`config.mk`:
```
export PLATFORM = sky130hd
export DESIGN_NAME = stream_pattern_replace_top
export DESIGN_NICKNAME = d
export VERILOG_FILES = /design/src/design/spr_pkg.sv /design/src/design/stream_pattern_replace_top.sv
export SDC_FILE = /design/constraint.sdc
export NUM_CORES = 1
export LEC_CHECK = 0
export BUFFER_PORTS_ARGS = -buffer_cell sky130_fd_sc_hd__buf_2
export CAP_MARGIN = 20
export CORE_MARGIN = 2
export CORE_UTILIZATION = 55
export DETAILED_ROUTE_END_ITERATION = 16
export PLACE_DENSITY = 0.76
export SYNTH_ARGS = -nofsm -noshare
export SYNTH_HDL_FRONTEND = slang
export SYNTH_SLANG_ARGS = --single-unit
```
`constraint.sdc`:
```
create_clock -name clk -period 6.3 [get_ports clk]
set_clock_uncertainty 0.1 [all_clocks]
set_input_delay 0.315 -clock clk [delete_from_list [all_inputs] [get_ports clk]]
set_output_delay 0.315 -clock clk [all_outputs]
set_load 0.02 [all_outputs]
```
`src/design/spr_pkg.sv`:
```
`timescale 1ns / 1ps

package spr_pkg;

    localparam int BYTE_W          = 8;
    localparam int LEN_W           = 4;
    localparam int CFG_DATA_W      = 64;
    localparam int CFG_INDEX_W     = 2;
    localparam int PATTERN_MAX_DEF = 8;
    localparam int REPL_MAX_DEF    = 8;

    localparam logic [CFG_INDEX_W-1:0] REG_PATTERN_BYTES = 2'd0;
    localparam logic [CFG_INDEX_W-1:0] REG_PATTERN_LEN   = 2'd1;
    localparam logic [CFG_INDEX_W-1:0] REG_REPL_BYTES    = 2'd2;
    localparam logic [CFG_INDEX_W-1:0] REG_REPL_LEN      = 2'd3;

    typedef logic [BYTE_W-1:0] byte_t;

endpackage

```
`src/design/stream_pattern_replace_top.sv`:
```
`timescale 1ns / 1ps
// streaming find and replace, one source byte per input item
// input channel: in_byte and string_end with in_valid/in_ready
// output channel: out_byte, byte_valid, run_last, output_end with out_valid/out_ready
// config channel: cfg_index/cfg_data with cfg_valid/cfg_ready, always ready;
//   write only while no item is in flight
// the match decision, window shift and result setup happen in the accept cycle;
//   the first result of an item is shown in the cycle after the item is accepted
// with no output stall, an item that gives one result (or none) is taken every cycle;
//   an item that gives n results holds the input while the result register drains them,
//   one per cycle, and the next item is taken in the cycle its last result leaves
// an output stall holds the current result and blocks new input once the pending
//   results of the current item are not all gone
// reset empties the window, drops pending results and loads pattern length one,
//   empty pattern bytes and an empty replacement
module stream_pattern_replace_top #(
    parameter int PATTERN_MAX     = spr_pkg::PATTERN_MAX_DEF,
    parameter int REPLACEMENT_MAX = spr_pkg::REPL_MAX_DEF
) (
    input  logic                            clk,
    input  logic                            rst_n,
    input  logic                            in_valid,
    output logic                            in_ready,
    input  spr_pkg::byte_t                  in_byte,
    input  logic                            string_end,
    output logic                            out_valid,
    input  logic                            out_ready,
    output spr_pkg::byte_t                  out_byte,
    output logic                            byte_valid,
    output logic                            run_last,
    output logic                            output_end,
    input  logic                            cfg_valid,
    output logic                            cfg_ready,
    input  logic [spr_pkg::CFG_INDEX_W-1:0] cfg_index,
    input  logic [spr_pkg::CFG_DATA_W-1:0]  cfg_data
);

    import spr_pkg::*;

    localparam logic [LEN_W-1:0] PMAX = LEN_W'(PATTERN_MAX);
    localparam logic [LEN_W-1:0] RMAX = LEN_W'(REPLACEMENT_MAX);

    // configuration
    logic [CFG_DATA_W-1:0] pattern_reg;
    logic [LEN_W-1:0]      pattern_len_reg;
    logic [CFG_DATA_W-1:0] repl_reg;
    logic [LEN_W-1:0]      repl_len_reg;

    // window state
    byte_t            win_reg [PATTERN_MAX];
    byte_t            win_next [PATTERN_MAX];
    logic [LEN_W-1:0] fill_reg;
    logic [LEN_W-1:0] fill_next;

    // pending results of the current item
    byte_t            job_win_reg [PATTERN_MAX];
    logic [LEN_W-1:0] rep_pos_reg;
    logic [LEN_W-1:0] rep_cnt_reg;
    logic [LEN_W-1:0] win_pos_reg;
    logic [LEN_W-1:0] win_end_reg;
    logic             marker_reg;
    logic             job_last_reg;

    logic [LEN_W-1:0] rep_cnt_next;
    logic [LEN_W-1:0] win_start_next;
    logic [LEN_W-1:0] win_end_next;
    logic             marker_next;

    byte_t            cur_win [PATTERN_MAX];
    logic [LEN_W-1:0] cur_fill;
    logic [LEN_W-1:0] plen;
    logic [LEN_W-1:0] rlen;
    logic [LEN_W-1:0] shift;
    logic             decide;
    logic             hit;

    logic  rep_active;
    logic  win_active;
    logic  final_result;
    logic  in_take;
    logic  out_take;
    byte_t sel_byte;

    assign cfg_ready = 1'b1;

    always_ff @(posedge clk or negedge rst_n)
    begin
        if (!rst_n)
        begin
            pattern_reg     <= '0;
            pattern_len_reg <= LEN_W'(1);
            repl_reg        <= '0;
            repl_len_reg    <= '0;
        end
        else if (cfg_valid)
        begin
            case (cfg_index)
                REG_PATTERN_BYTES: pattern_reg     <= cfg_data;
                REG_PATTERN_LEN:   pattern_len_reg <= cfg_data[LEN_W-1:0];
                REG_REPL_BYTES:    repl_reg        <= cfg_data;
                REG_REPL_LEN:      repl_len_reg    <= cfg_data[LEN_W-1:0];
                default:           ;
            endcase
        end
    end

    // saturated lengths
    always_comb
    begin
        if (pattern_len_reg == '0)
            plen = LEN_W'(1);
        else if (pattern_len_reg > PMAX)
            plen = PMAX;
        else
            plen = pattern_len_reg;
        rlen = (repl_len_reg > RMAX) ? RMAX : repl_len_reg;
    end

    // append, compare, shift
    always_comb
    begin
        for (int j = 0; j < PATTERN_MAX; j++)
        begin
            if ((fill_reg == LEN_W'(j)) && (fill_reg < PMAX))
                cur_win[j] = in_byte;
            else
                cur_win[j] = win_reg[j];
        end
        cur_fill = (fill_reg < PMAX) ? fill_reg + LEN_W'(1) : fill_reg;
        decide   = (cur_fill >= plen);

        hit = decide;
        for (int j = 0; j < PATTERN_MAX; j++)
        begin
            if ((LEN_W'(j) < plen) && (cur_win[j] != pattern_reg[BYTE_W*j +: BYTE_W]))
                hit = 1'b0;
        end

        if (hit)
            shift = plen;
        else if (decide)
            shift = LEN_W'(1);
        else
            shift = '0;

        for (int j = 0; j < PATTERN_MAX; j++)
        begin
            win_next[j] = cur_win[j];
            for (int s = 1; s <= PATTERN_MAX; s++)
            begin
                if ((shift == LEN_W'(s)) && (j + s < PATTERN_MAX))
                    win_next[j] = cur_win[(j + s) % PATTERN_MAX];
            end
        end
        fill_next = string_end ? '0 : cur_fill - shift;

        rep_cnt_next   = hit ? rlen : '0;
        win_start_next = hit ? plen : '0;
        if (string_end)
            win_end_next = cur_fill;
        else if (hit)
            win_end_next = plen;
        else if (decide)
            win_end_next = LEN_W'(1);
        else
            win_end_next = '0;
        marker_next = string_end && (rep_cnt_next == '0) && (win_start_next == win_end_next);
    end

    // output side
    always_comb
    begin
        rep_active = (rep_pos_reg < rep_cnt_reg);
        win_active = (win_pos_reg < win_end_reg);
        sel_byte   = '0;
        if (rep_active)
        begin
            for (int j = 0; j < REPLACEMENT_MAX; j++)
            begin
                if (rep_pos_reg == LEN_W'(j))
                    sel_byte = repl_reg[BYTE_W*j +: BYTE_W];
            end
        end
        else if (win_active)
        begin
            for (int j = 0; j < PATTERN_MAX; j++)
            begin
                if (win_pos_reg == LEN_W'(j))
                    sel_byte = job_win_reg[j];
            end
        end
        if (marker_reg)
            final_result = 1'b1;
        else if (rep_active)
            final_result = (rep_pos_reg + LEN_W'(1) == rep_cnt_reg) && !win_active;
        else
            final_result = win_active && (win_pos_reg + LEN_W'(1) == win_end_reg);
    end

    assign out_valid  = rep_active || win_active || marker_reg;
    assign out_byte   = sel_byte;
    assign byte_valid = rep_active || win_active;
    assign run_last   = final_result;
    assign output_end = final_result && job_last_reg;

    assign out_take = out_valid && out_ready;
    assign in_ready = !out_valid || (out_ready && final_result);
    assign in_take  = in_valid && in_ready;

    always_ff @(posedge clk or negedge rst_n)
    begin
        if (!rst_n)
        begin
            fill_reg     <= '0;
            rep_pos_reg  <= '0;
            rep_cnt_reg  <= '0;
            win_pos_reg  <= '0;
            win_end_reg  <= '0;
            marker_reg   <= 1'b0;
            job_last_reg <= 1'b0;
        end
        else if (in_take)
        begin
            fill_reg     <= fill_next;
            rep_pos_reg  <= '0;
            rep_cnt_reg  <= rep_cnt_next;
            win_pos_reg  <= win_start_next;
            win_end_reg  <= win_end_next;
            marker_reg   <= marker_next;
            job_last_reg <= string_end;
        end
        else if (out_take)
        begin
            if (rep_active)
                rep_pos_reg <= rep_pos_reg + LEN_W'(1);
            else if (win_active)
                win_pos_reg <= win_pos_reg + LEN_W'(1);
            marker_reg <= 1'b0;
        end
    end

    // window payload
    always_ff @(posedge clk)
    begin
        if (in_take)
        begin
            for (int j = 0; j < PATTERN_MAX; j++)
            begin
                win_reg[j]     <= win_next[j];
                job_win_reg[j] <= cur_win[j];
            end
        end
    end

endmodule
```
==> Word level (Yosys, flattened, before mapping) <==
Memory sizes are Yosys's and may differ from the RTL's.
Index checks and enable logic that the tools add are counted.
{ "op_classes": {"n_reduce_logical": 44, "add_sub_neg": 4, "n_lt_le_gt_ge": 14, "eq_ne": 43, "n_mux": 85} }
{ "ops": {"columns": ["operator", "n"], "rows": [
  ["$mux W8", 54],
  ["$eq A4 B3 Y1 const B", 16],
  ["$mux W4", 16],
  ["$ne A8 B8 Y1", 8],
  ["$eq A4 B2 Y1 const B", 8],
  ["$logic_and A1 B1 Y1", 24],
  ["$logic_not A4 Y1", 5],
  ["$eq A4 B1 Y1 const B", 4],
  ["$lt A3 B4 Y1 const A", 4],
  ["$mux W1", 15],
  ["$add A4 B1 Y4 const B", 3],
  ["$eq A4 B4 Y1", 3],
  ["$reduce_and A2 Y1", 5],
  ["$gt A4 B4 Y1 const B", 2],
  ["$lt A1 B4 Y1 const A", 2],
  ["$lt A2 B4 Y1 const A", 2],
  ["$lt A4 B4 Y1", 2],
  ["$reduce_bool A2 Y1", 3],
  ["$eq A2 B2 Y1 const B", 2],
  ["$ge A4 B4 Y1", 1],
  ["$lt A4 B4 Y1 const B", 1],
  ["$sub A4 B4 Y4", 1],
  ["$logic_or A1 B1 Y1", 3],
  ["$reduce_and A3 Y1", 1],
  ["other kinds (4)", 5]
]} }
{ "word_totals": {"elab_cells": 203, "regBits": 158, "mem_bits_rw": 128, "inputBits": 80, "mem_count": 2} }
{ "mem_list": {"columns": ["name", "words", "word_bits", "read_ports", "rd_ports_with_merged_regs", "wr", "line", "rtl"], "rows": [
  ["job_win_reg", 8, 8, 8, 0, 8, "stream_pattern_replace_top.sv:56", "byte_t job_win_reg [PATTERN_MAX];"],
  ["win_reg", 8, 8, 8, 0, 8, "stream_pattern_replace_top.sv:50", "byte_t win_reg [PATTERN_MAX];"]
]} }

==> Logic depth before layout (Yosys ltp) <==
Gate-level depths: netlist (run 1).
{ "logic_depth": {"depth_word": 22, "mapped_depth": 21} }

==> Worst setup path after synthesis (run 1) <==
OpenSTA, ideal clock, no wires.
{ "synth_path": {"path_type": "reg-to-reg", "from": "register rep_pos_reg[0]", "to": "memory job_win_reg[0][0] in the netlist's numbering, enable pin", "path_slack_ns": -0.369, "required_time_ns": 5.670, "setup_ns": 0.530, "arrival_time_ns": 6.039, "stages_incl_launch_ff": 11, "path_buffers": 1, "path_cell_list": "dfrtp_1 -> inv_1 -> ha_1 -> inv_1 -> a21oi_1 -> o21ai_0 -> inv_1 -> o311ai_0 -> nand2_1 -> inv_1 -> buf_1"} }
{ "synth_rtl": {"columns": ["item", "line", "rtl"], "rows": [
  ["start, declared", "stream_pattern_replace_top.sv:57", "logic [LEN_W-1:0] rep_pos_reg;"],
  ["start signal, assigned", "stream_pattern_replace_top.sv:235", "rep_pos_reg <= rep_pos_reg + LEN_W'(1);"],
  ["end, declared", "stream_pattern_replace_top.sv:56", null]
]} }

==> results of run 1 <==
-- layout make-up --
| type | count | area [sq um] | area share, % |
|---|---|---|---|
| flip-flops and latches | 278 | 7560 | 40.5 |
| clock buffers | 53 | 1030 | 5.54 |
| inverters | 99 | 375 | 2.01 |
| repair buffers | 202 | 1480 | 7.94 |
| well taps | 384 | 480 | 2.58 |
| multi-input cells | 1037 | 7710 | 41.3 |
| clock inverters | 2 | 11.3 | 0.0604 |
-- through the flow --
step | total power [W] | worst slack, ns
after detailed placement | 0.00803 | 0.987
after global routing | 0.0105 | 0.577
final | 0.0101 | 0.863
after CTS | 0.00990 | 0.969
after floorplan | 0.00643 | 0.0900
after global placement | 0.00792 | 1.17
-- synthesized netlist by cell type, types with 7 or more instances --
library cell    n
and2_1          7
edfxtp_1      120
a211oi_1        8
ha_1           27
o21a_1         16
xnor2_1        44
a221oi_1       15
nand2b_1       13
nor2_1         84
xor2_1         33
o22ai_1        33
a22o_1          7
clkbuf_1       71
buf_2          10
a222oi_1        7
o21ai_0        71
nor2b_1        11
o211ai_1       18
nor4_1         10
o32ai_1         7
dfrtp_1       157
or2_2           7
nor3_1          9
a21oi_1        82
o21ai_1        17
nand2_1       103
nand3_1        14
nand4_1         7
nand3b_1        7
inv_1          97
mux2_2        144
mux2i_1       100
a31oi_1        10
a22oi_1        38
-- critical path, delay by kind of cell, from the launching register on --
family                     cells  cell delay [ns]
xor gates and xnor gates       1             0.16
muxes                          2             0.72
buffers and inverters          2             0.51
and+or+nand+nor                3             1.68
DFF                            1             0.44
AOI/OAI and AO/OA              4             1.36
adders and majority gates      1             0.17
-- kinds of logic after synthesis --
group / Yosys count / synth area share (%)
compound gates: 384 / 16.0
simple gates: 303 / 9.17
flops: 278 / 47.1
mux: 244 / 16.3
buf+inv: 195 / 5.02
xor+xnor: 77 / 4.20
fa+ha+maj: 28 / 2.23
other cells: 1 / 0.0234
-- power breakdown --
| group | switching [W] | total [W] | internal [W] |
|---|---|---|---|
| clock network | 0.000743 | 0.00184 | 0.00110 |
| registers | 0.000427 | 0.00332 | 0.00289 |
| logic | 0.00311 | 0.00490 | 0.00179 |
| total | 0.00428 | 0.0101 | 0.00578 |
-- timing repair --
action,CTS,global route
hold endpoints to repair,229,0
resized for setup,0,0
buffers inserted,0,0
hold buffers,65,0
-- worst min path at each step --
stage	startpoint	endpoint	slack (ns)	cells after the start
after floorplan	rst_n	fill_reg[0]	-0.08	0
after global placement	rst_n	rep_cnt_reg[0]	0.36	1
after detailed placement	rst_n	rep_pos_reg[1]	0.36	1
after CTS	string_end	job_last_reg	0.01	3
after global routing	out_ready	rep_pos_reg[0]	0.04	3
final	string_end	job_last_reg	0.02	3
-- per-layer routing --
metal / wire length (microns) / vias up
met5: 0 / -
met2: 24400 / 851
met1: 20800 / 6487
met4: 3340 / 0
met3: 5450 / 217
li1: - / 5822
==> results.json, run 1 <==
{
  "status": "finished clean",
  "slew_viol_final": 0,
  "drtAntennaViolNets": 0,
  "crit_path_max_fanout": 14,
  "busiest_layer": "met2",
  "clock_sinks": 278,
  "cts_buffers": 30,
  "relSlewSlack_pct": 32.8,
  "ff2ff_path_depth": 13,
  "cp_data_arrival_time_ns": 5.62,
  "fin_crit_sh_pct": 86.3,
  "r2r_slack_ns": 0.86,
  "grt_setup_unrepaired": "false",
  "grt_max_degree": 96,
  "final_cell_mix": "dfrtp_1, mux2_2, edfxtp_1, nand2_1, mux2i_1",
  "worstSetupEndpointType": "register",
  "drt_pass1_iterations": 6,
  "wl_per_cell_microns": 26.3,
  "die_h_microns": 175,
  "hold_ws_ns": 0.0228,
  "fp.dieW_microns": 175,
  "port_buffers": 92,
  "ys_ff_latch": 278,
  "ios": 94,
  "startpoint_type": "register",
  "cp-startpoint": "fill_reg[0]",
  "fill_cells": 2234,
  "slowest_delay_ns": 0.81,
  "viasPerCell": 6.51,
  "clk_pin_slew_ns": 0.06,
  "std_cell_rows": 62,
  "dp.cells": 1935,
  "globalplace.congestion": 1.02,
  "drtIter0Drc": 1691,
  "insertion_delay_ns": 0.57,
  "cp.required_ns": 6.48,
  "tightestPinTransition_ns": 1.00,
  "vias": 13377,
  "core_area_sq_um": 28700,
  "maxCapViolations": 0,
  "grt_pass1_vias": 13192,
  "tns_ns": 0,
  "ys.flop_type": "dfrtp_1",
  "diodes": 0,
  "synth_top_area_share_pct": 24.5,
  "p_leak_nw": 7.78,
  "synth_fp_nets": 1618,
  "drc": 0,
  "cts_max_path_buffers": 3,
  "use_met3_pct": 7.05,
  "nets": 1756,
  "syn_area_sq_um": 16100,
  "syn_inst": 1510,
  "cts_tree": "yes",
  "worst_r2r_endpoint": "win_reg[1][6]",
  "track_usage_pct": 34.9,
  "post-dp-hpwl_mm": 37.9,
  "fin_cells": 2055,
  "initial_core_util_pct": 55.9,
  "synth_cell_types": 83,
  "setup_viol": 0,
  "fin_util_pct": 65.0,
  "yosys.area.top_type": "dfrtp_1",
  "dieArea_sq_um": 30600,
  "r2r_start": "fill_reg[0]",
  "worstSetupPathType": "register to register",
  "period_needed_ns": 5.44,
  "synth_edf_count": 120,
  "final_common_cell": "dfrtp_1",
  "yosys-top-cells-area": "dfrtp_1, edfxtp_1, mux2_2",
  "final_area_sq_um": 18600,
  "crit_chain": "inv_1 -> ha_1 -> nor3b_2 -> mux2_2 -> xor2_1 -> a2111oi_0 -> nand3_1 -> a2111oi_4 -> a211oi_2 -> nor3_2 -> buf_4 -> mux2i_1 -> a21oi_1",
  "place_area_sq_um": 17000,
  "vdd_drop_max_mv": 0.298,
  "wirelength_mm": 54.0,
  "ys_warn_count": 0,
  "fmax_mhz": 184,
  "p_per_area_nw_per_um2": 540,
  "async_flop_share_pct": 56.8,
  "drive_above_1_share_pct": 21.2,
  "crit_path_end": "win_reg[1][6]",
  "area_growth_syn_to_layout_pct": 16.1,
  "ys_seq_area_share_pct": 47.1,
  "grt_overflow": 0,
  "cts_htree_levels": 1,
  "met1_usage_pct": 46.3,
  "slowest_stage": "nor3b_2",
  "finalHoldViolations": 0,
  "antenna_found_initial": 0,
  "met2_usage_pct": 54.5,
  "cts_root_buf": "clkbuf_16",
  "synth_area_per_cell_sq_um": 10.6,
  "grt_pass1_wl_mm": 80.4,
  "hold_class": "primary input to register"
}
Power figures use the tool's default switching activity.
==> run 2: changes to the inputs <==
--- a/config.mk
+++ b/config.mk
@@ -10,7 +10,7 @@
 export CORE_MARGIN = 2
 export CORE_UTILIZATION = 55
 export DETAILED_ROUTE_END_ITERATION = 16
-export PLACE_DENSITY = 0.76
+export PLACE_DENSITY = 0.73
 export SYNTH_ARGS = -nofsm -noshare
 export SYNTH_HDL_FRONTEND = slang
 export SYNTH_SLANG_ARGS = --single-unit
==> constraint.sdc (replaced) <==
create_clock -name clk -period 6.6 [get_ports clk]
set_clock_uncertainty 0.1 [all_clocks]
set_input_delay 0.33 -clock clk [delete_from_list [all_inputs] [get_ports clk]]
set_output_delay 0.33 -clock clk [all_outputs]
set_load 0.02 [all_outputs]
==> results.json, run 2 (synthesized netlist as in run 1, its figures left out) <==
{
  "startpoint_type": "register",
  "cts_tree": "yes",
  "globalplace.congestion": 1.04,
  "drive_above_1_share_pct": 20.7,
  "ios": 94,
  "cts_htree_levels": 1,
  "initial_core_util_pct": 55.9,
  "hold_class": "primary input to register",
  "grt_pass1_vias": 13113,
  "p_per_area_nw_per_um2": 515,
  "slowest_stage": "mux2i_1",
  "worstSetupPathType": "register to register",
  "vdd_drop_max_mv": 0.459,
  "cts_root_buf": "clkbuf_16",
  "core_area_sq_um": 28700,
  "final_cell_mix": "dfrtp_1, mux2_2, edfxtp_1, nand2_1, mux2i_1",
  "busiest_layer": "met2",
  "setup_viol": 0,
  "cts_buffers": 29,
  "port_buffers": 92,
  "cp_data_arrival_time_ns": 5.81,
  "met1_usage_pct": 47.5,
  "r2r_start": "fill_reg[1]",
  "viasPerCell": 6.52,
  "drtAntennaViolNets": 0,
  "nets": 1745,
  "tightestPinTransition_ns": 1.02,
  "period_needed_ns": 5.59,
  "diodes": 0,
  "wl_per_cell_microns": 26.7,
  "met2_usage_pct": 57.0,
  "worstSetupEndpointType": "register",
  "insertion_delay_ns": 0.58,
  "drt_pass1_iterations": 6,
  "cts_setup_buffers": 0,
  "clock_sinks": 278,
  "slowest_delay_ns": 0.96,
  "cp.required_ns": 6.82,
  "cts_max_path_buffers": 3,
  "fin_crit_sh_pct": 84.7,
  "grt_setup_unrepaired": "false",
  "cp_common_cell": "nand2_1",
  "crit_chain": "inv_1 -> ha_1 -> nand3b_1 -> mux2i_1 -> xnor2_1 -> nor4_1 -> nand2_1 -> o21ai_0 -> nand2_1 -> nor3_2 -> a211oi_1 -> o22a_1",
  "vias": 13311,
  "worst_slack_ns": 1.01,
  "antenna_found_initial": 0,
  "cp-startpoint": "fill_reg[1]",
  "relSlewSlack_pct": 31.8,
  "fin_util_pct": 64.5,
  "p_leak_nw": 7.70,
  "tns_ns": 0,
  "dieArea_sq_um": 30600,
  "wirelength_mm": 54.5,
  "final_common_cell": "dfrtp_1",
  "cts_resized": 0,
  "status": "finished clean",
  "maxCapViolations": 0,
  "track_usage_pct": 35.5,
  "area_growth_syn_to_layout_pct": 15.2,
  "drc": 0,
  "grt_overflow": 0,
  "die_h_microns": 175,
  "slew_viol_final": 0,
  "hold_ws_ns": 0.0140,
  "grt_max_degree": 97,
  "hp-start": "string_end",
  "dp_slack_ns": 1.23,
  "use_met3_pct": 5.59,
  "grt_pass1_wl_mm": 81.6,
  "std_cell_rows": 62,
  "crit_path_max_fanout": 12,
  "clk_pin_slew_ns": 0.06,
  "fmax_mhz": 179,
  "drtIter0Drc": 1639,
  "post-dp-hpwl_mm": 38.6,
  "fp.dieW_microns": 175,
  "finalHoldViolations": 0
}
-- run 2: cell count changes in the layout (fill, tap and decap cells not counted), moves of 4 or more --
cell,change
buf_4,-11
clkbuf_8,-10
clkinv_2,+9
clkbuf_1,-7
clkbuf_16,-5
clkinv_1,+5
bufinv_16,+4
-- run 2: metrics by stage --
stage / std cells / power, W / area, sq um
after floorplan: 1510 / 0.00616 / 16100
after global placement: 1925 / 0.00758 / 16900
after detailed placement: 1925 / 0.00765 / 16900
after CTS: 2042 / 0.00938 / 18500
after global routing: 2042 / 0.00993 / 18500
final: 2042 / 0.00952 / 18500
-- run 2: area by class of cell --
cell class / instances / area (sq um)
multi-input combinational: 1037 / 7710
fill: 2244 / 10200
timing repair buffer: 192 / 1420
tap: 384 / 480
clock inverter: 21 / 216
sequential: 278 / 7560
inverter: 99 / 375
clock buffer: 31 / 743
-- run 2: final timing paths --
| kind | endpoint | slack, ns | cells after the start |
|---|---|---|---|
| setup / recovery | win_reg[0][4] | 1.01 | 12 |
| hold / removal | job_last_reg | 0.01 | 3 |
| setup reg to reg | win_reg[0][4] | 1.01 | 12 |
| hold reg to reg | job_last_reg | 0.39 | 2 |
| max in group asynchronous | pattern_reg[40] | 4.73 | 3 |
| min in group asynchronous | rep_pos_reg[0] | 0.32 | 2 |
-- run 2: repair_timing --
action | CTS | global route
setup endpoints to repair | 0 | 0
hold buffers | 65 | 0
hold endpoints to repair | 230 | 0
-- run 2: report_power, final --
part,internal [W],switching [W]
sequential,0.00276,0.000412
clock,0.000969,0.000717
combinational,0.00166,0.00300
total,0.00539,0.00413
-- run 2: per-layer routing --
metal	wire length (microns)	share of wire, %
met1	21700	40
met2	25000	46
met3	4760	8.7
met4	2980	5.5
met5	0	0
-- run 2: critical path: cells and delay by family, from the launching register on --
kind	cells	cell delay, ns
DFF	1	0.43
and+or+nand+nor	5	2.19
adders and majority gates	1	0.17
buffers and inverters	1	0.11
AOI/OAI and AO/OA	3	1.06
xor gates and xnor gates	1	0.31
muxes	1	0.96
==> run 3: changes to the inputs <==
--- a/config.mk
+++ b/config.mk
@@ -5,12 +5,13 @@
 export SDC_FILE = /design/constraint.sdc
 export NUM_CORES = 1
 export LEC_CHECK = 0
+export ABC_AREA = 1
 export BUFFER_PORTS_ARGS = -buffer_cell sky130_fd_sc_hd__buf_2
 export CAP_MARGIN = 20
 export CORE_MARGIN = 2
 export CORE_UTILIZATION = 55
 export DETAILED_ROUTE_END_ITERATION = 16
-export PLACE_DENSITY = 0.73
+export PLACE_DENSITY = 0.76
 export SYNTH_ARGS = -nofsm -noshare
 export SYNTH_HDL_FRONTEND = slang
 export SYNTH_SLANG_ARGS = --single-unit
==> constraint.sdc (replaced) <==
create_clock -name clk -period 4.55 [get_ports clk]
set_clock_uncertainty 0.1 [all_clocks]
set_input_delay 0.2275 -clock clk [delete_from_list [all_inputs] [get_ports clk]]
set_output_delay 0.2275 -clock clk [all_outputs]
set_load 0.02 [all_outputs]
==> results.json, run 3 <==
{
  "status": "finished clean",
  "cts_buffers": 30,
  "die_h_microns": 181,
  "grt_overflow": 0,
  "vias": 17627,
  "synth_edf_count": 120,
  "fin_util_pct": 66.2,
  "std_cell_rows": 64,
  "tightestPinTransition_ns": 1.13,
  "ys_seq_area_share_pct": 43.9,
  "fin_cells": 2945,
  "core_area_sq_um": 30700,
  "wl_per_cell_microns": 22.9,
  "ys_ff_latch": 278,
  "antenna_found_initial": 0,
  "post-dp-hpwl_mm": 49.6,
  "finalPower_w": 0.0157,
  "yosys.area.top_type": "dfrtp_1",
  "cp_data_arrival_time_ns": 4.52,
  "track_usage_pct": 40.3,
  "viasPerCell": 5.99,
  "initial_core_util_pct": 56.1,
  "grt_pass1_wl_mm": 99.3,
  "port_buffers": 92,
  "ios": 94,
  "wirelength_mm": 67.4,
  "startpoint_type": "register",
  "final_common_cell": "nand2_1",
  "hold_class": "primary input to register",
  "globalplace.congestion": 1.06,
  "cp.required_ns": 4.78,
  "ys_top_cells_by_count": "nand2_1, inv_1, o21ai_0",
  "fin_crit_sh_pct": 94.2,
  "cts_htree_levels": 1,
  "finalHoldViolations": 0,
  "grt_max_degree": 130,
  "ys_warn_count": 0,
  "fp.dieW_microns": 181,
  "setup_viol": 0,
  "async_flop_share_pct": 56.8,
  "yosys-top-cells-area": "dfrtp_1, edfxtp_1, nand2_1",
  "slew_viol_final": 0,
  "final_cell_mix": "nand2_1, inv_1, o21ai_0, nand3_1, dfrtp_1",
  "synth_area_per_cell_sq_um": 7.30,
  "p_per_area_nw_per_um2": 773,
  "yosysMostFrequentCell": "nand2_1",
  "nets": 2634,
  "syn_inst": 2357,
  "p_leak_nw": 9.89,
  "relSlewSlack_pct": 24.3,
  "maxCapViolations": 0,
  "cts_root_buf": "clkbuf_16",
  "insertion_delay_ns": 0.59,
  "area_growth_syn_to_layout_pct": 17.9,
  "dp.cells": 2815,
  "cts_max_path_buffers": 3,
  "fmax_mhz": 233,
  "vdd_drop_max_mv": 0.876,
  "crit_path_max_fanout": 10,
  "worstSetupEndpointType": "register",
  "period_needed_ns": 4.29,
  "grt_pass1_vias": 16186,
  "drtIter0Drc": 2449,
  "syn_area_sq_um": 17200,
  "diodes": 0,
  "clk_pin_slew_ns": 0.07,
  "synth_cell_types": 52,
  "drtAntennaViolNets": 0,
  "drive_above_1_share_pct": 10.9,
  "drc": 0,
  "worstSetupPathType": "register to register",
  "dieArea_sq_um": 32700,
  "synth_top_area_share_pct": 22.8,
  "clock_sinks": 278,
  "cts_tree": "yes",
  "synth_fp_nets": 2465,
  "ys.flop_type": "dfrtp_1",
  "drt_pass1_iterations": 6
}
run 3: changes by cell type in the layout (fill, tap and decap cells not counted), sizes merged, moves of 36 or more:
cell	previous run	this run
buf	127	174
inv	98	326
mux2	144	0
mux2i	100	0
nand2	103	702
nand3	14	200
nor2	85	126
o21ai	88	313
xnor2	44	8
run 3: final cells by class:
| class | instances | area (sq um) |
|---|---|---|
| clock buffer | 38 | 826 |
| clock inverter | 17 | 292 |
| fill | 2666 | 10400 |
| inverter | 330 | 1240 |
| multi-input combinational | 1640 | 7970 |
| sequential | 278 | 7560 |
| tap | 396 | 495 |
| timing repair buffer | 244 | 1890 |
| timing repair inverter | 2 | 12.5 |
run 3: worst paths after layout:
check                             start            endpoint  slack (ns)  cells past startpoint
hold / removal             cfg_index[0]  pattern_len_reg[0]        0.02                      3
min in group asynchronous         rst_n         repl_reg[7]        0.16                      2
setup / recovery            fill_reg[0]       win_reg[0][6]        0.26                     22
max in group asynchronous         rst_n         fill_reg[3]        3.15                      3
setup reg to reg            fill_reg[0]       win_reg[0][6]        0.26                     22
hold reg to reg            repl_reg[14]        repl_reg[14]        0.38                      2
run 3: critical path, stage by stage (launching register included):
cell and delay [ns]:
dfrtp_1 0.45, inv_1 0.17, ha_1 0.24, nand3_1 0.27, buf_4 0.27, nand2_1 0.06, nand3b_1 0.08, nand2_1 0.08
nand2_1 0.07, nor2_1 0.10, nand2_1 0.20, a21oi_1 0.19, nand3_1 0.10, nand2_2 0.16, nand2_2 0.13, nor2_2 0.20
inv_1 0.15, nor2_4 0.31, clkinvlp_4 0.34, o21ai_0 0.15, inv_1 0.05, nand2_1 0.06, a21oi_1 0.07
run 3: power by group:
group	total, W	leakage (nW)	switching [W]	internal [W]
registers	0.00463	3.09	0.000633	0.00400
clock network	0.00276	0.539	0.00108	0.00168
logic	0.00828	6.26	0.00581	0.00248
run 3: cells by family after synthesis:
kind of cell	synth area share (%)
other	0.0218
flip-flops	43.9
AND/OR/NAND/NOR	26.2
AO/OA/AOI/OAI	16.5
adder cells (fa/ha/maj)	2.08
buffers and inverters	10.2
XOR/XNOR	1.02
run 3: per-stage QoR:
stage          setup slack (ns)  hold slack, ns  area, sq um   TNS [ns]
6_report                  0.264          0.0205        20300          0
4_1_cts                   0.163         0.00921        20100          0
2_1_floorplan             0.533          -0.168        17200          0
3_5_place_dp              0.182           0.253        18300          0
3_3_place_gp              0.262           0.232        18300          0
5_1_grt               -0.000267          0.0388        20300  -0.000267
run 3: per-layer routing:
layer  global-route usage (%)  part of all wire (%)  vias up
li1                         -                     -     8094
met1                     54.6                    39     8223
met2                     61.9                    44     1104
met3                     6.19                    10      206
met4                     23.3                   7.0        0
met5                        0                     0        -
run 3: timing repair:
action                                 CTS  global route
setup buffers                            0             2
hold buffers                            68             0
resized for setup                        0            18
endpoints found under the hold margin  227             0
setup endpoints to repair                0            37
